File: config.mk
export PLATFORM = sky130hd
export DESIGN_NAME = utf8_decoder_space_classify_flat
export DESIGN_NICKNAME = d
export VERILOG_FILES = /design/src/rtl/u8sc_pkg.sv /design/src/rtl/u8sc_ifs.sv /design/src/rtl/utf8_decoder_space_classify.sv /design/src/rtl/u8sc_front.sv /design/src/rtl/u8sc_queue.sv /design/src/rtl/u8sc_back.sv /design/src/flat_wrapper.sv
export SDC_FILE = /design/constraint.sdc
export NUM_CORES = 1
export LEC_CHECK = 0
export CORE_MARGIN = 2
export CORE_UTILIZATION = 35
export CTS_CLUSTER_DIAMETER = 150
export CTS_CLUSTER_SIZE = 8
export DETAILED_ROUTE_END_ITERATION = 7
export DONT_BUFFER_PORTS = 1
export RECOVER_POWER = 25
export SLEW_MARGIN = 30
export SYNTH_ARGS = -nofsm -noshare
export SYNTH_HDL_FRONTEND = slang
export SYNTH_SLANG_ARGS = --single-unit
File: constraint.sdc
create_clock -name i_clk -period 4.5 [get_ports i_clk]
set_input_delay 0.45 -clock i_clk [delete_from_list [all_inputs] [get_ports i_clk]]
set_output_delay 0.45 -clock i_clk [all_outputs]
set_load 0.03 [all_outputs]
File: src/rtl/u8sc_pkg.sv
// Package: shared types and constants of the UTF-8 decoder with space classification.
`default_nettype none

package u8sc_pkg;

    localparam logic [15:0] SPACE_CP = 16'h0020;

    // One queued command: the one or two code points that one input byte yields.
    typedef struct packed {
        logic        two;
        logic [15:0] cp0;
        logic [15:0] cp1;
    } t_cmd;

endpackage

`default_nettype wire

File: src/rtl/u8sc_ifs.sv
// Interfaces: valid/ready channels for input bytes and decoded results.
`default_nettype none

interface u8sc_in_if;
    logic       valid;
    logic       ready;
    logic [7:0] byte_value;
    logic       end_of_string;

    modport source (output valid, output byte_value, output end_of_string, input ready);
    modport sink   (input valid, input byte_value, input end_of_string, output ready);
endinterface

interface u8sc_out_if;
    logic        valid;
    logic        ready;
    logic [15:0] code_point;
    logic        is_space;
    logic        last_result;

    modport source (output valid, output code_point, output is_space, output last_result,
                    input ready);
    modport sink   (input valid, input code_point, input is_space, input last_result,
                    output ready);
endinterface

`default_nettype wire

File: src/rtl/utf8_decoder_space_classify.sv
// Top level: UTF-8 decoder (up to three bytes) with whitespace classification.
// Path: a byte's results go through the command queue, then the output register.
// Throughput: one byte per cycle while the queue is not full; a byte that yields two
//   code points passes through the single result register of the back end twice.
// Reset: synchronous active-low i_rst_n clears sequence state, queue and output valid.
`default_nettype none

module utf8_decoder_space_classify #(
    parameter int QUEUE_DEPTH = 4
) (
    input  wire logic   i_clk,
    input  wire logic   i_rst_n,
    u8sc_in_if.sink     i_in,
    u8sc_out_if.source  o_out
);

    // Front and back talk only through the command queue; each stalls on its own.
    logic           push;
    logic           pop;
    logic           full;
    logic           empty;
    u8sc_pkg::t_cmd cmd_in;
    u8sc_pkg::t_cmd cmd_head;

    // Decode bytes; push one command for each byte that yields code points.
    u8sc_front u_front (
        .i_clk   (i_clk),
        .i_rst_n (i_rst_n),
        .i_in    (i_in),
        .i_full  (full),
        .o_push  (push),
        .o_cmd   (cmd_in)
    );

    // Hold commands until the back end drains them.
    u8sc_queue #(
        .DEPTH (QUEUE_DEPTH)
    ) u_queue (
        .i_clk   (i_clk),
        .i_rst_n (i_rst_n),
        .i_push  (push),
        .i_data  (cmd_in),
        .o_full  (full),
        .i_pop   (pop),
        .o_empty (empty),
        .o_head  (cmd_head)
    );

    // Emit one result per cycle unless stalled; tag whitespace and a byte's last result.
    u8sc_back u_back (
        .i_clk   (i_clk),
        .i_rst_n (i_rst_n),
        .i_head  (cmd_head),
        .i_empty (empty),
        .o_pop   (pop),
        .o_out   (o_out)
    );

endmodule

`default_nettype wire

File: src/rtl/u8sc_front.sv
// Front end: accept bytes, track the UTF-8 sequence state, queue the code points.
`default_nettype none

module u8sc_front (
    input  wire logic        i_clk,
    input  wire logic        i_rst_n,
    u8sc_in_if.sink          i_in,
    input  wire logic        i_full,
    output logic             o_push,
    output u8sc_pkg::t_cmd   o_cmd
);

    logic [1:0]  r_pend, n_pend;
    logic [15:0] r_acc, n_acc;
    logic        r_skip, n_skip;

    logic        accept;
    logic        cont;
    logic        cut;
    logic        lead_en;
    logic        main_en;
    logic [15:0] main_cp;
    logic        eos_emit;
    logic [7:0]  b;

    assign i_in.ready = !i_full;
    assign accept     = i_in.valid && !i_full;
    assign b          = i_in.byte_value;
    assign cont       = (b[7:6] == 2'b10);

    always_comb begin
        n_pend   = r_pend;
        n_acc    = r_acc;
        n_skip   = r_skip;
        cut      = 1'b0;
        lead_en  = 1'b0;
        main_en  = 1'b0;
        main_cp  = u8sc_pkg::SPACE_CP;
        eos_emit = 1'b0;

        if (!(r_skip && cont)) begin
            n_skip = 1'b0;
            if (r_pend != 2'd0) begin
                if (cont) begin
                    n_acc  = {r_acc[9:0], b[5:0]};
                    n_pend = r_pend - 2'd1;
                    if (r_pend == 2'd1) begin
                        main_en = 1'b1;
                        main_cp = {r_acc[9:0], b[5:0]};
                    end
                end else begin
                    // Cut sequence: emit a space, then decode this byte as a lead.
                    n_pend  = 2'd0;
                    cut     = 1'b1;
                    lead_en = 1'b1;
                end
            end else begin
                lead_en = 1'b1;
            end
        end

        if (lead_en) begin
            if (!b[7]) begin
                main_en = 1'b1;
                main_cp = {8'h00, b};
            end else if (b[7:5] == 3'b110) begin
                n_acc  = {11'd0, b[4:0]};
                n_pend = 2'd1;
            end else if (b[7:4] == 4'b1110) begin
                n_acc  = {11'd0, b[4:0]};
                n_pend = 2'd2;
            end else begin
                main_en = 1'b1;
                main_cp = u8sc_pkg::SPACE_CP;
                n_skip  = 1'b1;
            end
        end

        if (i_in.end_of_string) begin
            eos_emit = (n_pend != 2'd0);
            n_pend   = 2'd0;
            n_acc    = 16'd0;
            n_skip   = 1'b0;
        end
    end

    // At most two of the three emit sources are ever active together.
    always_comb begin
        o_push    = accept && (cut || main_en || eos_emit);
        o_cmd.two = (cut && main_en) || (cut && eos_emit) || (main_en && eos_emit);
        o_cmd.cp0 = cut ? u8sc_pkg::SPACE_CP : (main_en ? main_cp : u8sc_pkg::SPACE_CP);
        o_cmd.cp1 = (cut && main_en) ? main_cp : u8sc_pkg::SPACE_CP;
    end

    always_ff @(posedge i_clk) begin
        if (!i_rst_n) begin
            r_pend <= 2'd0;
            r_acc  <= 16'd0;
            r_skip <= 1'b0;
        end else if (accept) begin
            r_pend <= n_pend;
            r_acc  <= n_acc;
            r_skip <= n_skip;
        end
    end

endmodule

`default_nettype wire

File: src/rtl/u8sc_queue.sv
// Command queue between the decoding front end and the result back end.
`default_nettype none

module u8sc_queue #(
    parameter int DEPTH = 4
) (
    input  wire logic           i_clk,
    input  wire logic           i_rst_n,
    input  wire logic           i_push,
    input  wire u8sc_pkg::t_cmd i_data,
    output logic                o_full,
    input  wire logic           i_pop,
    output logic                o_empty,
    output u8sc_pkg::t_cmd      o_head
);

    localparam int PW = (DEPTH > 1) ? $clog2(DEPTH) : 1;
    localparam int CW = $clog2(DEPTH + 1);
    localparam logic [PW-1:0] LAST_PTR = PW'(DEPTH - 1);
    localparam logic [CW-1:0] FULL_CNT = CW'(DEPTH);

    u8sc_pkg::t_cmd r_mem [DEPTH];
    logic [PW-1:0]  r_wr, r_rd;
    logic [CW-1:0]  r_cnt;

    assign o_full  = (r_cnt == FULL_CNT);
    assign o_empty = (r_cnt == '0);
    assign o_head  = r_mem[r_rd];

    always_ff @(posedge i_clk) begin
        if (i_push) begin
            r_mem[r_wr] <= i_data;
        end
    end

    always_ff @(posedge i_clk) begin
        if (!i_rst_n) begin
            r_wr  <= '0;
            r_rd  <= '0;
            r_cnt <= '0;
        end else begin
            if (i_push) begin
                r_wr <= (r_wr == LAST_PTR) ? '0 : r_wr + PW'(1);
            end
            if (i_pop) begin
                r_rd <= (r_rd == LAST_PTR) ? '0 : r_rd + PW'(1);
            end
            if (i_push && !i_pop) begin
                r_cnt <= r_cnt + CW'(1);
            end else if (!i_push && i_pop) begin
                r_cnt <= r_cnt - CW'(1);
            end
        end
    end

endmodule

`default_nettype wire

File: src/rtl/u8sc_back.sv
// Back end: expand queued commands into results, classify whitespace, register output.
`default_nettype none

module u8sc_back (
    input  wire logic           i_clk,
    input  wire logic           i_rst_n,
    input  wire u8sc_pkg::t_cmd i_head,
    input  wire logic           i_empty,
    output logic                o_pop,
    u8sc_out_if.source          o_out
);

    logic        r_valid;
    logic        r_sel;
    logic [15:0] r_cp;
    logic        r_space;
    logic        r_last;

    logic        load;
    logic        last;
    logic [15:0] cp;

    function automatic logic space_class(input logic [15:0] c);
        logic hit;
        hit = (c <= 16'h0020) ||
              (c >= 16'h007F && c <= 16'h00A0) ||
              (c >= 16'h2000 && c <= 16'h200B) ||
              (c == 16'h1680) || (c == 16'h180E) || (c == 16'h2028) ||
              (c == 16'h2029) || (c == 16'h205F) || (c == 16'h3000);
        return hit;
    endfunction

    assign load  = !i_empty && (!r_valid || o_out.ready);
    assign last  = r_sel || !i_head.two;
    assign cp    = r_sel ? i_head.cp1 : i_head.cp0;
    assign o_pop = load && last;

    assign o_out.valid       = r_valid;
    assign o_out.code_point  = r_cp;
    assign o_out.is_space    = r_space;
    assign o_out.last_result = r_last;

    always_ff @(posedge i_clk) begin
        if (load) begin
            r_cp    <= cp;
            r_space <= space_class(cp);
            r_last  <= last;
        end
    end

    always_ff @(posedge i_clk) begin
        if (!i_rst_n) begin
            r_valid <= 1'b0;
            r_sel   <= 1'b0;
        end else begin
            if (load) begin
                r_valid <= 1'b1;
                r_sel   <= !last;
            end else if (o_out.ready) begin
                r_valid <= 1'b0;
            end
        end
    end

endmodule

`default_nettype wire
File: src/flat_wrapper.sv
// flat-port wrapper written by rule: the top's interface ports become plain ports
module utf8_decoder_space_classify_flat 
#(
    parameter int QUEUE_DEPTH = 4
)
  (i_clk, i_rst_n, i_in_valid, i_in_byte_value, i_in_end_of_string, i_in_ready, o_out_valid, o_out_code_point, o_out_is_space, o_out_last_result, o_out_ready);
  u8sc_in_if i_in_i ();
  u8sc_out_if o_out_i ();
  input  wire logic i_clk;
  input  wire logic i_rst_n;
  input wire logic [$bits(i_in_i.valid)-1:0] i_in_valid;
  input wire logic [$bits(i_in_i.byte_value)-1:0] i_in_byte_value;
  input wire logic [$bits(i_in_i.end_of_string)-1:0] i_in_end_of_string;
  output wire logic [$bits(i_in_i.ready)-1:0] i_in_ready;
  output wire logic [$bits(o_out_i.valid)-1:0] o_out_valid;
  output wire logic [$bits(o_out_i.code_point)-1:0] o_out_code_point;
  output wire logic [$bits(o_out_i.is_space)-1:0] o_out_is_space;
  output wire logic [$bits(o_out_i.last_result)-1:0] o_out_last_result;
  input wire logic [$bits(o_out_i.ready)-1:0] o_out_ready;
  assign i_in_i.valid = i_in_valid;
  assign i_in_i.byte_value = i_in_byte_value;
  assign i_in_i.end_of_string = i_in_end_of_string;
  assign i_in_ready = i_in_i.ready;
  assign o_out_valid = o_out_i.valid;
  assign o_out_code_point = o_out_i.code_point;
  assign o_out_is_space = o_out_i.is_space;
  assign o_out_last_result = o_out_i.last_result;
  assign o_out_i.ready = o_out_ready;
  utf8_decoder_space_classify #(.QUEUE_DEPTH(QUEUE_DEPTH)) u_core (.i_clk(i_clk), .i_rst_n(i_rst_n), .i_in(i_in_i), .o_out(o_out_i));
endmodule
### After elaboration in Yosys (flattened, before gate mapping)

Memories as Yosys holds them, arrays and structs flattened. A register that Yosys moved wholly into a read port is not among the register bits.
Cells that the tools add are included.
Widths: inputs -> output; s select.

| operators by class | value |
|---|---|
| $lt $le $gt $ge | 5 |
| muxes and demuxes | 58 |
| equal/unequal tests | 13 |
| add/sub/neg operators | 5 |
| reductions and logical operators | 38 |

Operator list:

| cell | number |
|---|---|
| $mux 16 | 20 |
| $eq 16x14->1 const B | 4 |
| $eq 16x13->1 const B | 2 |
| $mux 1 | 24 |
| $mux 2 | 12 |
| $ge 16x14->1 const B | 1 |
| $ge 16x7->1 const B | 1 |
| $le 16x14->1 const B | 1 |
| $le 16x6->1 const B | 1 |
| $le 16x8->1 const B | 1 |
| $logic_or 1x1->1 | 14 |
| $logic_and 1x1->1 | 12 |
| $reduce_bool 2->1 | 4 |
| $logic_not 1->1 | 7 |
| $eq 2x2->1 const B | 3 |
| $eq 3x3->1 const B | 2 |
| $mux 3 | 2 |
| $add 2x1->2 const B | 2 |
| $eq 4x4->1 const B | 1 |
| $add 3x1->3 const B | 1 |
| $logic_not 3->1 | 1 |
| $sub 3x1->3 const B | 1 |
| $eq 2x1->1 const B | 1 |
| $sub 2x1->2 const B | 1 |

| word-level totals | value |
|---|---|
| memory bits (writable) | 132 |
| memories | 1 |
| flip-flop bits (word level) | 46 |
| output and inout bits | 20 |

Memory list:

| name | depth | width | read ports | clocked after Yosys merged registers in | wr ports | line | RTL |
|---|---|---|---|---|---|---|---|
| u_core.u_queue.r_mem | 4 | 33 | 1 | 1 | 1 | u8sc_queue.sv:22 | `u8sc_pkg::t_cmd r_mem [DEPTH];` |

### Logic depth before layout (Yosys ltp)

Gate-level depths: netlist of the first run.

| logic depth | value |
|---|---|
| word-level depth | 16 |
| gate-level depth with buffers | 14 |

### By module

Synthesis of the first run repeated with hierarchy kept, for this count alone.

| second synthesis, totals | value |
|---|---|
| cells, all modules | 458 |
| area, all modules | 7487.2 um^2 |

By module, submodules not included:

| module | cells each | area each (um^2) | instances |
|---|---|---|---|
| u8sc_queue | 217 | 5266.3 | 1 |
| u8sc_back | 106 | 1204.9 | 1 |
| u8sc_front | 135 | 1016.0 | 1 |

### Least setup slack after synthesis of the first run

No wires, ideal clock.

| path | value |
|---|---|
| path type | reg-to-reg |
| start | register u_core.u_front.r_pend[0] |
| end | register u_core.u_queue.r_cnt[2] |
| path buffers | 0 |
| arrival time | 3.094 ns |
| required time | 4.424 ns |
| setup time | 0.076 ns |
| cell stages (with the launch flop) | 14 |
| slack | 1.330 ns |
| path through | dfxtp_1 inv_1 ha_1 nor4b_2 nand2_1 a21boi_1 o31ai_1 a21oi_1 ha_1 inv_1 fa_1 xor2_1 or3_1 a21boi_0 |

| between the ends | value |
|---|---|
| longest elaborated chain between the ends | 15 |

RTL lines:

| item | line | RTL |
|---|---|---|
| start, declared | u8sc_front.sv:13 | `logic [1:0] r_pend, n_pend;` |
| start signal, assigned | u8sc_front.sv:101 | `r_pend <= n_pend;` |
| $sub 2x1->2 / $eq 2x1->1 (equally long branches) | u8sc_front.sv:46, u8sc_front.sv:47 |  |
| $mux 2 / $mux 1 (equally long branches) | u8sc_front.sv:44, u8sc_front.sv:47 |  |
| $mux 2 / $mux 1 (equally long branches) | u8sc_front.sv:43, u8sc_front.sv:44 |  |
| $mux 2 / $mux 1 (equally long branches) | u8sc_front.sv:41, u8sc_front.sv:43 |  |
| $mux 2 / $mux 1 (equally long branches) | u8sc_front.sv:69, u8sc_front.sv:41 |  |
| $mux 2 / $mux 1 (equally long branches) | u8sc_front.sv:66, u8sc_front.sv:69 |  |
| $mux 2 / $mux 1 (equally long branches) | u8sc_front.sv:63, u8sc_front.sv:66 |  |
| $mux 2 / $mux 1 (equally long branches) | u8sc_front.sv:62, u8sc_front.sv:63 |  |
| $reduce_bool 2->1 / $mux 1 (equally long branches) | u8sc_front.sv:80, u8sc_front.sv:62 |  |
| $mux 1 / $logic_or 1x1->1 (equally long branches) | u8sc_front.sv:79, u8sc_front.sv:89 |  |
| $logic_or 1x1->1 (*) | u8sc_front.sv:89 | `o_push = accept && (cut \|\| main_en \|\| eos_emit);` |
| $logic_and 1x1->1 (*) | u8sc_front.sv:89 |  |
| named net u_core.push | utf8_decoder_space_classify.sv:18 | `logic push;` |
| $logic_not 1->1 | u8sc_queue.sv:50 | `end else if (!i_push && i_pop) begin` |
| $logic_and 1x1->1 | u8sc_queue.sv:50 |  |
| $reduce_bool 2->1 (no source line) | n/a |  |
| end signal, assigned | u8sc_queue.sv:49 | `r_cnt <= r_cnt + CW'(1);` |
| end signal, assigned | u8sc_queue.sv:51 | `r_cnt <= r_cnt - CW'(1);` |
| end, declared | u8sc_queue.sv:24 | `logic [CW-1:0] r_cnt;` |

The timed path passes the listed nets; every way through them passes the cells marked *.
A chain may end at the register's enable or synchronous reset.

### Worst setup path after layout of the first run

Ends and elaborated chain as after synthesis.

==> metrics.md, run 1 <==
| Metric | Value |
|---|---|
| Clk network pwr share | `0.296` |
| Synth Area in Simple Gates | `0.1064` |
| Largest net degree at the start of global routing | `34` |
| CP Cell Sequence | `inv_1 > ha_1 > nor4b_1 > nand2_1 > a21boi_1 > o31ai_1 > a21oi_1 > ha_1 > inv_1 > fa_1 > xor2_1 > or3_1 > a21boi_0` |
| Synth Area in Adders | `0.01639` |
| IO Port Bufs | `0` |
| Commonest non-fill, non-tap cell in the layout | `edfxtp_1` |
| Reg2Reg Setup Slack | `0.92 ns` |
| Initial Utilization | `0.3599` |
| R2R Path Start | `u_core.u_front.r_pend[0]$_SDFFE_PN0P_` |
| Total Wirelength | `14.90 mm` |
| Top FF cell, synth | `edfxtp_1` |
| Share of cells above drive strength 1 | `0.1610` |
| Clk_lat worst skew | `0.43 ns` |
| Htree depth | `4` |
| Setup TNS | `0 ns` |
| Synth Area in Compound Gates | `0.05138` |
| Most frequent cells in the layout | `edfxtp_1, conb_1, nand2_1` |
| First-pass GRT wire length | `23.58 mm` |
| Setup WS post-layout | `0.9211 ns` |
| Sequential Power Share | `0.495` |
| Total number of vias | `4073` |
| Synth Cell Area | `0.007330 mm^2` |
| Number of synthesized register bits | `174` |
| Sequential fraction of the synthesis area | `0.6801` |
| Comb power frac | `0.209` |
| Post-synth top area cell | `edfxtp_1` |
| Switching share of power | `0.3184` |
| Total Nets Final | `543` |
| Pwr dens | `574.8 mW/mm^2` |
| Core area | `0.02036 mm^2` |
| Final Cycle Share | `0.7953` |
| Crit-path slowest cell | `a21oi_1` |
| Worst-Margin Slew | `1.215 ns` |
| Maximum operating frequency | `0.2794 GHz` |
| DRC viols | `0` |
| CTS Sinks | `174` |
| P&R area growth vs syn | `14.05%` |
| Crit path kind | `register to register` |
| Gpl congestion | `0.7964` |
| Arrival time worst endpoint | `3.94 ns` |
| Critical Path RT | `4.86 ns` |
| Worst Path Max Fanout | `11` |
| Internal power | `3.275 mW` |
| Hpwl dp | `9.722 mm` |
| Vias/cell | `5.066` |
| Slowest Stage Delay on Critical Path | `0.49 ns` |
| Outcome | `finished, final reports clean` |
| Number of buffers created by CTS | `17` |
| Mux cell area share after synthesis | `0.1224` |
| Min-delay src | `i_rst_n` |
| Yosys cell types | `52` |
| Hold/Removal Path Class | `primary input to register` |
| Crit path buf inv count | `2` |
| Total gr overflow | `0` |
| Count of pins over their slew limit | `0` |
| Pre-CTS WS | `1.094 ns` |
| Setup crit end kind | `register` |
| Reg clk slew, reported paths | `0.06 ns` |
| DRT iter0 DRCs | `372` |
| CTS max path bufs | `2` |
| CP startpoint kind | `register` |
| Hold Path Sink | `u_core.u_back.r_sel$_SDFFE_PN0P_` |
| Crit path max-delay family | `adder cells` |
| DIE WIDTH | `148.7 um` |
| N_diodes | `0` |
| Total GRT Usage | `0.1447` |
| # IOs | `33` |
| Gate count after technology mapping | `473` |
| Die Ht | `148.7 um` |
| Initial antenna violation count | `0` |
| Final hold vios | `0` |
| Post-synth ARST share | `0` |
| Area contributors post-synth | `edfxtp_1, mux4_2, dfxtp_1` |
| YS warnings | `0` |
| Psw | `1.530 mW` |
| Period minus WS final | `3.579 ns` |
| Top cell type's share of synthesized area | `0.6145` |
| Post-DRT Antenna Nets | `0` |
| Die Area | `0.02211 mm^2` |
| WL per Instance | `18.53 um` |
| Max_slew headroom | `0.1899` |
| Vias in the first global route | `4198` |
| Largest family of logic cells by synthesized area | `multiplexers` |
| Skew final | `0.006888 ns` |
| Synth Area in XOR/XNOR | `0.002390` |
| Post-synth EDFFs | `150` |
| End of the worst register-to-register path | `u_core.u_queue.r_cnt[2]$_SDFFE_PN0P_` |
| Row Count | `52` |
| Root Buffer | `clkbuf_16` |
| Post-CTS sizing | `0` |
| Hold Path Stages | `1` |
| Post-CTS Hold Buffers | `0` |
| Setup Fix Bufs, Post-CTS | `0` |
| TritonRoute pass-1 iters | `5` |
| # setup viols final | `0` |
| Syn Area/Cell | `15.50 um^2` |
| CTS tree | `yes` |
| R2R depth | `13` |
| Max cap viols | `0` |
| RSZ-0062 raised after global routing | `no` |
| Leakage power | `2.817 nW` |
| Peak supply drop | `0.3268 mV` |
-- cell families after synthesis --
family,after synthesis
and+or+nand+nor,145
DFF,174
muxes,53
xor gates and xnor gates,2
other,1
adders and majority gates,9
AOI/OAI and AO/OA,55
buffers and inverters,34
-- cell usage after synthesis (2+ instances only) --
| master | count |
|---|---|
| mux4_2 | 28 |
| buf_6 | 2 |
| o211ai_1 | 5 |
| a221oi_1 | 2 |
| a22oi_1 | 7 |
| nor4_1 | 7 |
| inv_1 | 15 |
| clkbuf_1 | 8 |
| a21oi_1 | 15 |
| nor3_1 | 13 |
| nor2b_1 | 18 |
| dfxtp_1 | 24 |
| nor2_1 | 21 |
| or3_1 | 2 |
| nand2b_1 | 2 |
| o32ai_1 | 2 |
| nand3_1 | 8 |
| or2_1 | 2 |
| nand4b_1 | 2 |
| inv_2 | 2 |
| and3_1 | 10 |
| buf_2 | 6 |
| and2_1 | 17 |
| ha_1 | 8 |
| nand4_1 | 5 |
| a21boi_0 | 3 |
| o21ai_0 | 12 |
| and3b_1 | 2 |
| edfxtp_1 | 150 |
| nand2_1 | 31 |
| or2_2 | 2 |
| mux2_2 | 8 |
| mux2i_1 | 15 |
-- stage by stage --
step	hold slack, ns	cell area [um^2]	utilization	total power, mW	cells
2_1_floorplan	0.4319	7461	-	3.116	508
3_3_place_gp	0.4441	7794	0.3827	3.396	771
4_1_cts	0.1235	8373	0.4112	4.860	804
6_report	0.1468	8359	0.4105	4.805	804
5_1_grt	0.1252	8359	0.4105	5.042	804
3_5_place_dp	0.4447	7799	0.3830	3.434	772
-- worst max path at each step --
| stage | start | endpoint | cells past startpoint |
|---|---|---|---|
| floorplan | u_core.u_front.r_pend[0]$_SDFFE_PN0P_ | u_core.u_queue.r_cnt[2]$_SDFFE_PN0P_ | 13 |
| global placement | u_core.u_front.r_pend[0]$_SDFFE_PN0P_ | u_core.u_queue.r_cnt[2]$_SDFFE_PN0P_ | 13 |
| detailed placement | u_core.u_front.r_pend[0]$_SDFFE_PN0P_ | u_core.u_queue.r_cnt[2]$_SDFFE_PN0P_ | 13 |
| CTS | u_core.u_front.r_pend[0]$_SDFFE_PN0P_ | u_core.u_queue.r_cnt[2]$_SDFFE_PN0P_ | 13 |
| global route | u_core.u_front.r_pend[0]$_SDFFE_PN0P_ | u_core.u_queue.r_cnt[2]$_SDFFE_PN0P_ | 13 |
| finish | u_core.u_front.r_pend[0]$_SDFFE_PN0P_ | u_core.u_queue.r_cnt[2]$_SDFFE_PN0P_ | 13 |
-- per-layer routing --
layer / wire, um / vias up / part of all wire / track usage
li1: - / 1892 / - / -
met1: 6819 / 2043 / 0.46 / 0.1916
met2: 7098 / 121 / 0.48 / 0.2278
met3: 777 / 17 / 0.052 / 0.04387
met4: 200 / 0 / 0.013 / 0.05000
met5: 0 / - / 0 / 0
-- final cells by class --
| type | count | area, um^2 |
|---|---|---|
| inverter | 17 | 63.81 |
| fill | 1829 | 12010 |
| clock inverter | 14 | 145.1 |
| sequential | 174 | 4987 |
| tap | 270 | 337.8 |
| clock buffer | 18 | 429.2 |
| timing repair buffer | 11 | 72.57 |
| multi-input combinational | 300 | 2323 |
-- sequential cells by signal, summed over array words and instances, names as in the netlist, named ones only --
register / count
u_core.u_queue.r_mem: 132
u_core.u_back.o_out.code_point: 16
u_core.u_front.r_acc: 10
u_core.u_queue.r_cnt: 3
u_core.u_front.r_pend: 2
u_core.u_queue.r_rd: 2
u_core.u_queue.r_wr: 2
u_core.u_back.o_out.is_space: 1
u_core.u_back.o_out.last_result: 1
u_core.u_back.o_out.valid: 1
u_core.u_back.r_sel: 1
u_core.u_front.r_skip: 1
-- power by group through the flow --
stage	sequential, mW	combinational, mW	clock [mW]
after floorplan	2.32	0.796	0
after global placement	2.40	0.992	0
after detailed placement	2.42	1.02	0
after CTS	2.38	1.02	1.46
after global routing	2.41	1.11	1.53
final	2.38	1.01	1.42
-- worst register-to-register path, cell delays in order (launching register included) --
cell and delay, ns:
dfxtp_1 0.37, inv_1 0.07, ha_1 0.32, nor4b_1 0.48, nand2_1 0.11, a21boi_1 0.20
o31ai_1 0.12, a21oi_1 0.49, ha_1 0.29, inv_1 0.07, fa_1 0.37, xor2_1 0.16
or3_1 0.30, a21boi_0 0.16
Note: power is estimated with default switching activity, not from simulation.
==> run 2: changes to the inputs <==
==> constraint.sdc (replaced) <==
create_clock -name i_clk -period 3 [get_ports i_clk]
set_input_delay 0.3 -clock i_clk [delete_from_list [all_inputs] [get_ports i_clk]]
set_output_delay 0.3 -clock i_clk [all_outputs]
set_load 0.03 [all_outputs]
==> run 2 against run 1 <==
  * Worst hold slack got worse by 0.13 ns
  * Setup slack got worse by 0.77 ns
  * Via count rose by 2.3%
  * Count of clock-buffer cells in the layout did not move
  * Clock power rose by 47%
  * Sequential power rose by 47%
==> metrics.md, run 2 (synthesis results as in run 1) <==
| Metric | Value |
|---|---|
| Outcome | `finished, final reports clean (unchanged)` |
| First-pass GRT wire length | `23.80 mm (was 23.58 mm)` |
| Total gr overflow | `0 (unchanged)` |
| Pwr dens | `852.7 mW/mm^2 (was 574.8 mW/mm^2)` |
| Final Cycle Share | `0.9484 (was 0.7953)` |
| P&R area growth vs syn | `17.10% (was 14.05%)` |
| Number of buffers created by CTS | `17 (unchanged)` |
| Arrival time worst endpoint | `3.21 ns (was 3.94 ns)` |
| Row Count | `52 (unchanged)` |
| Initial Utilization | `0.3599 (unchanged)` |
| Crit path kind | `register to register (unchanged)` |
| Total GRT Usage | `0.1472 (was 0.1447)` |
| DRT iter0 DRCs | `335 (was 372)` |
| Total number of vias | `4166 (was 4073)` |
| Count of pins over their slew limit | `0 (unchanged)` |
| Maximum operating frequency | `0.3515 GHz (was 0.2794 GHz)` |
| Most frequent cells in the layout | `edfxtp_1, conb_1, nand2_1 (unchanged)` |
| Post-DRT Antenna Nets | `0 (unchanged)` |
| # setup viols final | `0 (unchanged)` |
| N_diodes | `0 (unchanged)` |
| Commonest non-fill, non-tap cell in the layout | `edfxtp_1 (unchanged)` |
| Max cap viols | `0 (unchanged)` |
| Vias in the first global route | `4290 (was 4198)` |
| Final hold vios | `0 (unchanged)` |
| CP startpoint kind | `register (unchanged)` |
| Htree depth | `4 (unchanged)` |
| Fill cells | `1804 (was 1829)` |
| Critical Path RT | `3.36 ns (was 4.86 ns)` |
| Share of cells above drive strength 1 | `0.1906 (was 0.1610)` |
| Worst-Margin Slew | `1.213 ns (was 1.215 ns)` |
| Initial antenna violation count | `0 (unchanged)` |
| TritonRoute pass-1 iters | `5 (unchanged)` |
| Largest net degree at the start of global routing | `34 (unchanged)` |
| Total Nets Final | `561 (was 543)` |
| Layout Cells excl Fill | `821 (was 804)` |
| Die Area | `0.02211 mm^2 (unchanged)` |
| Hpwl dp | `9.818 mm (was 9.722 mm)` |
| Placed cells | `786 (was 772)` |
| Core area | `0.02036 mm^2 (unchanged)` |
| Vias/cell | `5.074 (was 5.066)` |
| # IOs | `33 (unchanged)` |
| IO Port Bufs | `0 (unchanged)` |
| WL per Instance | `18.53 um (about the same)` |
| Reg clk slew, reported paths | `0.06 ns (about the same)` |
| Worst Path Max Fanout | `4 (was 11)` |
| Hold/Removal Path Class | `primary input to register (unchanged)` |
| Leakage power | `2.922 nW (was 2.817 nW)` |
| Number of flip-flops in the largest register | `132 (unchanged)` |
| Clk_lat worst skew | `0.43 ns (about the same)` |
| DRC viols | `0 (unchanged)` |
| Setup crit end kind | `register (unchanged)` |
| Biggest register | `u_core.u_queue.r_mem (unchanged)` |
| Skew final | `0.009266 ns (was 0.006888 ns)` |
| Final core utilization | `0.4215 (was 0.4105)` |
| CTS Sinks | `174 (unchanged)` |
| Period minus WS final | `2.845 ns (was 3.579 ns)` |
| CTS tree | `yes (unchanged)` |
| Die Ht | `148.7 um (unchanged)` |
| Gpl congestion | `0.8575 (was 0.7964)` |
| DIE WIDTH | `148.7 um (unchanged)` |
| CTS max path bufs | `2 (unchanged)` |
| Total Power | `7.319 mW (was 4.805 mW)` |
| Placed cell areas | `0.007994 mm^2 (was 0.007799 mm^2)` |
| Total Wirelength | `15.21 mm (was 14.90 mm)` |
| Final instance area | `0.008583 mm^2 (was 0.008359 mm^2)` |
| Root Buffer | `clkbuf_16 (unchanged)` |
| Peak supply drop | `0.4993 mV (was 0.3268 mV)` |
| Max_slew headroom | `0.1911 (was 0.1899)` |
run 2: changes by cell type in the layout (fill, tap and decap cells not counted), moves of 3 or more:
cell,delta
clkinv_4,-3
and2_0,-3
and2_1,+3
buf_12,+6
buf_4,+10
run 2: power by group:
part           switching [mW]  internal (mW)
logic                   0.989          0.738
clock network           0.879           1.21
registers               0.438           3.07
total                    2.31           5.01
run 2: per-stage QoR:
| step | hold WS (ns) | setup TNS, ns | setup slack, ns |
|---|---|---|---|
| floorplan | 0.4319 | 0 | 0.04853 |
| global placement | 0.4258 | 0 | 0.2183 |
| detailed placement | 0.4283 | 0 | 0.1174 |
| CTS | 0.002925 | 0 | 0.08418 |
| global route | 0.001892 | -0.006622 | -0.006622 |
| finish | 0.01494 | 0 | 0.1548 |
run 2: final cells by class:
| cell class | instances | area [um^2] | share of cell area |
|---|---|---|---|
| Timing Repair Buffer | 29 | 286.5 | 0.03338 |
| Tap cell | 270 | 337.8 | 0.03936 |
| Inverter | 17 | 63.81 | 0.007434 |
| Sequential cell | 174 | 4990 | 0.5813 |
| Multi-Input combinational cell | 300 | 2352 | 0.2741 |
| Clock buffer | 18 | 429.2 | 0.05000 |
| Clock inverter | 13 | 123.9 | 0.01443 |
run 2: worst paths after layout:
kind                                              start                               endpoint  slack, ns  cells after the start
setup / recovery  u_core.u_front.r_pend[0]$_SDFFE_PN0P_   u_core.u_queue.r_cnt[2]$_SDFFE_PN0P_       0.15                     13
hold / removal                                  i_rst_n  u_core.u_front.r_pend[0]$_SDFFE_PN0P_       0.01                      1
setup reg to reg  u_core.u_front.r_pend[0]$_SDFFE_PN0P_   u_core.u_queue.r_cnt[2]$_SDFFE_PN0P_       0.15                     13
hold reg to reg    u_core.u_front.r_acc[5]$_SDFFE_PN0P_   u_core.u_front.r_acc[5]$_SDFFE_PN0P_       0.46                      2
run 2: repair_timing:
item / in CTS / in global routing
hold endpoints to repair: 9 / 0
resized for setup: 0 / 6
setup buffers: 0 / 2
hold buffers: 2 / 0
setup endpoints to repair: 0 / 1
run 2: per-layer routing:
metal	vias to the layer above	track usage	part of all wire
met5	-	0	0
met2	139	0.2322	0.48
met3	22	0.04969	0.071
li1	1927	-	-
met4	0	0.05714	0.017
met1	2078	0.1888	0.43
run 2: worst max-delay path: stages (launching register included):
cell and delay [ns]:
dfxtp_2 0.35, inv_1 0.06, ha_2 0.21, nor4b_4 0.28, nand2_1 0.08, a21boi_1 0.26
o31ai_2 0.13, a21oi_2 0.18, ha_2 0.20, inv_1 0.05, fa_1 0.37, xor2_1 0.16
or3_1 0.31, a21boi_1 0.14
==> run 3: changes to the inputs <==
--- a/config.mk
+++ b/config.mk
@@ -6,11 +6,12 @@
 export NUM_CORES = 1
 export LEC_CHECK = 0
 export CORE_MARGIN = 2
-export CORE_UTILIZATION = 35
+export CORE_UTILIZATION = 49
 export CTS_CLUSTER_DIAMETER = 150
 export CTS_CLUSTER_SIZE = 8
 export DETAILED_ROUTE_END_ITERATION = 7
 export DONT_BUFFER_PORTS = 1
+export PLACE_DENSITY = 0.66
 export RECOVER_POWER = 25
 export SLEW_MARGIN = 30
 export SYNTH_ARGS = -nofsm -noshare
==> run 3 against run 2 <==
  * Global-route usage is 4.1 points higher
  * Sequential power about the same
  * Count of clock-buffer cells in the layout up 5
==> metrics.md, run 3 (synthesis results as in run 1) <==
| Metric | Value |
|---|---|
| Outcome | `finished, final reports clean (unchanged)` |
| Share of cells above drive strength 1 | `0.1916 (was 0.1906)` |
| Switching share of power | `0.3010 (was 0.3151)` |
| # setup viols final | `0 (unchanged)` |
| TritonRoute pass-1 iters | `5 (unchanged)` |
| Root Buffer | `clkbuf_16 (unchanged)` |
| Most frequent cells in the layout | `edfxtp_1, conb_1, nand2_1 (unchanged)` |
| Placed cell areas | `0.007856 mm^2 (was 0.007994 mm^2)` |
| Crit path kind | `register to register (unchanged)` |
| # IOs | `33 (unchanged)` |
| Multi-input gate area | `0.002351 mm^2 (was 0.002352 mm^2)` |
| Post-DRT Antenna Nets | `0 (unchanged)` |
| Die Ht | `126.3 um (was 148.7 um)` |
| Biggest register | `u_core.u_queue.r_mem (unchanged)` |
| Total GRT Usage | `0.1886 (was 0.1472)` |
| Htree depth | `4 (unchanged)` |
| Commonest non-fill, non-tap cell in the layout | `edfxtp_1 (unchanged)` |
| Pwr dens | `874.6 mW/mm^2 (was 852.7 mW/mm^2)` |
| Total number of vias | `4124 (was 4166)` |
| Largest net degree at the start of global routing | `34 (unchanged)` |
| Count of pins over their slew limit | `0 (unchanged)` |
| Register area | `0.004990 mm^2 (unchanged)` |
| Max_slew headroom | `0.2504 (was 0.1911)` |
| DIE WIDTH | `126.3 um (was 148.7 um)` |
| Total gr overflow | `0 (unchanged)` |
| Peak supply drop | `0.3985 mV (was 0.4993 mV)` |
| Critical Path RT | `3.36 ns (about the same)` |
| Vias/cell | `5.634 (was 5.074)` |
| Fill cells | `1097 (was 1804)` |
| Hpwl dp | `9.318 mm (was 9.818 mm)` |
| Hold/Removal Path Class | `primary input to register (unchanged)` |
| CTS tree | `yes (unchanged)` |
| Reg clk slew, reported paths | `0.06 ns (about the same)` |
| Clk network pwr share | `0.306 (was 0.285)` |
| Number of flip-flops in the largest register | `132 (unchanged)` |
| Arrival time worst endpoint | `3.18 ns (was 3.21 ns)` |
| RSZ-0062 raised after global routing | `no` |
| Skew final | `0.01088 ns (was 0.009266 ns)` |
| Gpl congestion | `0.9125 (was 0.8575)` |
| Core area | `0.01459 mm^2 (was 0.02036 mm^2)` |
| WL per Instance | `19.11 um (was 18.53 um)` |
| Initial Utilization | `0.5024 (was 0.3599)` |
| P&R area growth vs syn | `16.25% (was 17.10%)` |
| Clk_lat worst skew | `0.43 ns (about the same)` |
| Setup TNS | `0 ns (unchanged)` |
| Final instance area | `0.008521 mm^2 (was 0.008583 mm^2)` |
| Row Count | `44 (was 52)` |
| Period minus WS final | `2.824 ns (was 2.845 ns)` |
| CTS Sinks | `174 (unchanged)` |
| IO Port Bufs | `0 (unchanged)` |
| Final Cycle Share | `0.9414 (was 0.9484)` |
| CP startpoint kind | `register (unchanged)` |
| Total Wirelength | `13.99 mm (was 15.21 mm)` |
| Sequential Power Share | `0.469 (was 0.479)` |
| Maximum operating frequency | `0.3541 GHz (was 0.3515 GHz)` |
| First-pass GRT wire length | `22.63 mm (was 23.80 mm)` |
| Total Nets Final | `557 (was 561)` |
| DRC viols | `0 (unchanged)` |
| Comb power frac | `0.225 (was 0.236)` |
| Internal power | `5.209 mW (was 5.013 mW)` |
| Psw | `2.243 mW (was 2.306 mW)` |
| Number of buffers created by CTS | `17 (unchanged)` |
| Setup crit end kind | `register (unchanged)` |
| Initial antenna violation count | `0 (unchanged)` |
| DRT iter0 DRCs | `352 (was 335)` |
| CTS max path bufs | `2 (unchanged)` |
| Vias in the first global route | `4290 (unchanged)` |
| Leakage power | `2.923 nW (was 2.922 nW)` |
| Final hold vios | `0 (unchanged)` |
| Worst-Margin Slew | `1.124 ns (was 1.213 ns)` |
| N_diodes | `0 (unchanged)` |
| Max cap viols | `0 (unchanged)` |
| Die Area | `0.01595 mm^2 (was 0.02211 mm^2)` |
| Worst Path Max Fanout | `10 (was 4)` |
==> run 3: cell types whose count changed in the layout (fill, tap and decap cells not counted), sizes merged <==
cell	before	now
clkinvlp	2	3
buf	24	20
bufinv	2	3
inv	18	17
clkinv	8	3
clkbuf	21	26
==> run 3: final timing paths <==
path / cells after the start / from / end / slack, ns
setup reg to reg: 14 / u_core.u_front.r_pend[0]$_SDFFE_PN0P_ / u_core.u_queue.r_cnt[2]$_SDFFE_PN0P_ / 0.18
hold reg to reg: 2 / u_core.u_front.r_acc[5]$_SDFFE_PN0P_ / u_core.u_front.r_acc[5]$_SDFFE_PN0P_ / 0.45
setup / recovery: 14 / u_core.u_front.r_pend[0]$_SDFFE_PN0P_ / u_core.u_queue.r_cnt[2]$_SDFFE_PN0P_ / 0.18
hold / removal: 2 / i_rst_n / u_core.u_queue.r_wr[0]$_SDFFE_PN0P_ / 0.008
==> run 3: metrics by stage <==
stage | total power, mW | cells | util | hold slack, ns | setup slack, ns
floorplan | 4.677 | 508 | - | 0.4319 | 0.04853
global placement | 5.188 | 696 | 0.5385 | 0.4256 | 0.2607
detailed placement | 5.229 | 696 | 0.5385 | 0.4294 | 0.02785
CTS | 7.509 | 730 | 0.5830 | 0.0004600 | 0.03278
global route | 7.786 | 732 | 0.5840 | 0.005228 | 0.03254
finish | 7.452 | 732 | 0.5840 | 0.008455 | 0.1757
==> run 3: power groups by stage <==
| stage | registers, mW | logic (mW) | clock network, mW |
|---|---|---|---|
| 5_1_grt | 3.54 | 1.84 | 2.41 |
| 6_report | 3.50 | 1.68 | 2.28 |
| 2_1_floorplan | 3.48 | 1.20 | 0 |
| 3_3_place_gp | 3.53 | 1.65 | 0 |
| 4_1_cts | 3.50 | 1.69 | 2.32 |
| 3_5_place_dp | 3.55 | 1.68 | 0 |
==> run 3: layout make-up <==
class,instances,area share
sequential,174,0.5856
multi-input combinational,300,0.2759
clock buffer,23,0.05844
timing repair buffer,25,0.03010
tap,184,0.02702
clock inverter,9,0.01542
inverter,17,0.007489
==> run 3: what timing repair did <==
action,4_1_cts,5_1_grt
endpoints found under the setup margin,0,1
hold endpoints to repair,7,0
setup buffers,0,2
gates resized for setup,0,7
hold buffers,2,0
==> run 3: worst max-delay path, cell delays in order (launching register included) <==
cell	delay [ns]
dfxtp_2	0.34
inv_1	0.06
ha_2	0.20
buf_4	0.17
nor2_1	0.11
nand2_1	0.09
o211ai_1	0.30
o31ai_2	0.12
a21oi_2	0.18
ha_2	0.20
inv_1	0.05
fa_2	0.33
xor2_1	0.15
or3_1	0.31
a21boi_1	0.13
==> run 3: routing by layer <==
metal,part of all wire,global-route usage
met1,0.45,0.2466
met2,0.48,0.3061
met3,0.044,0.04724
met4,0.023,0.07563
met5,0,0
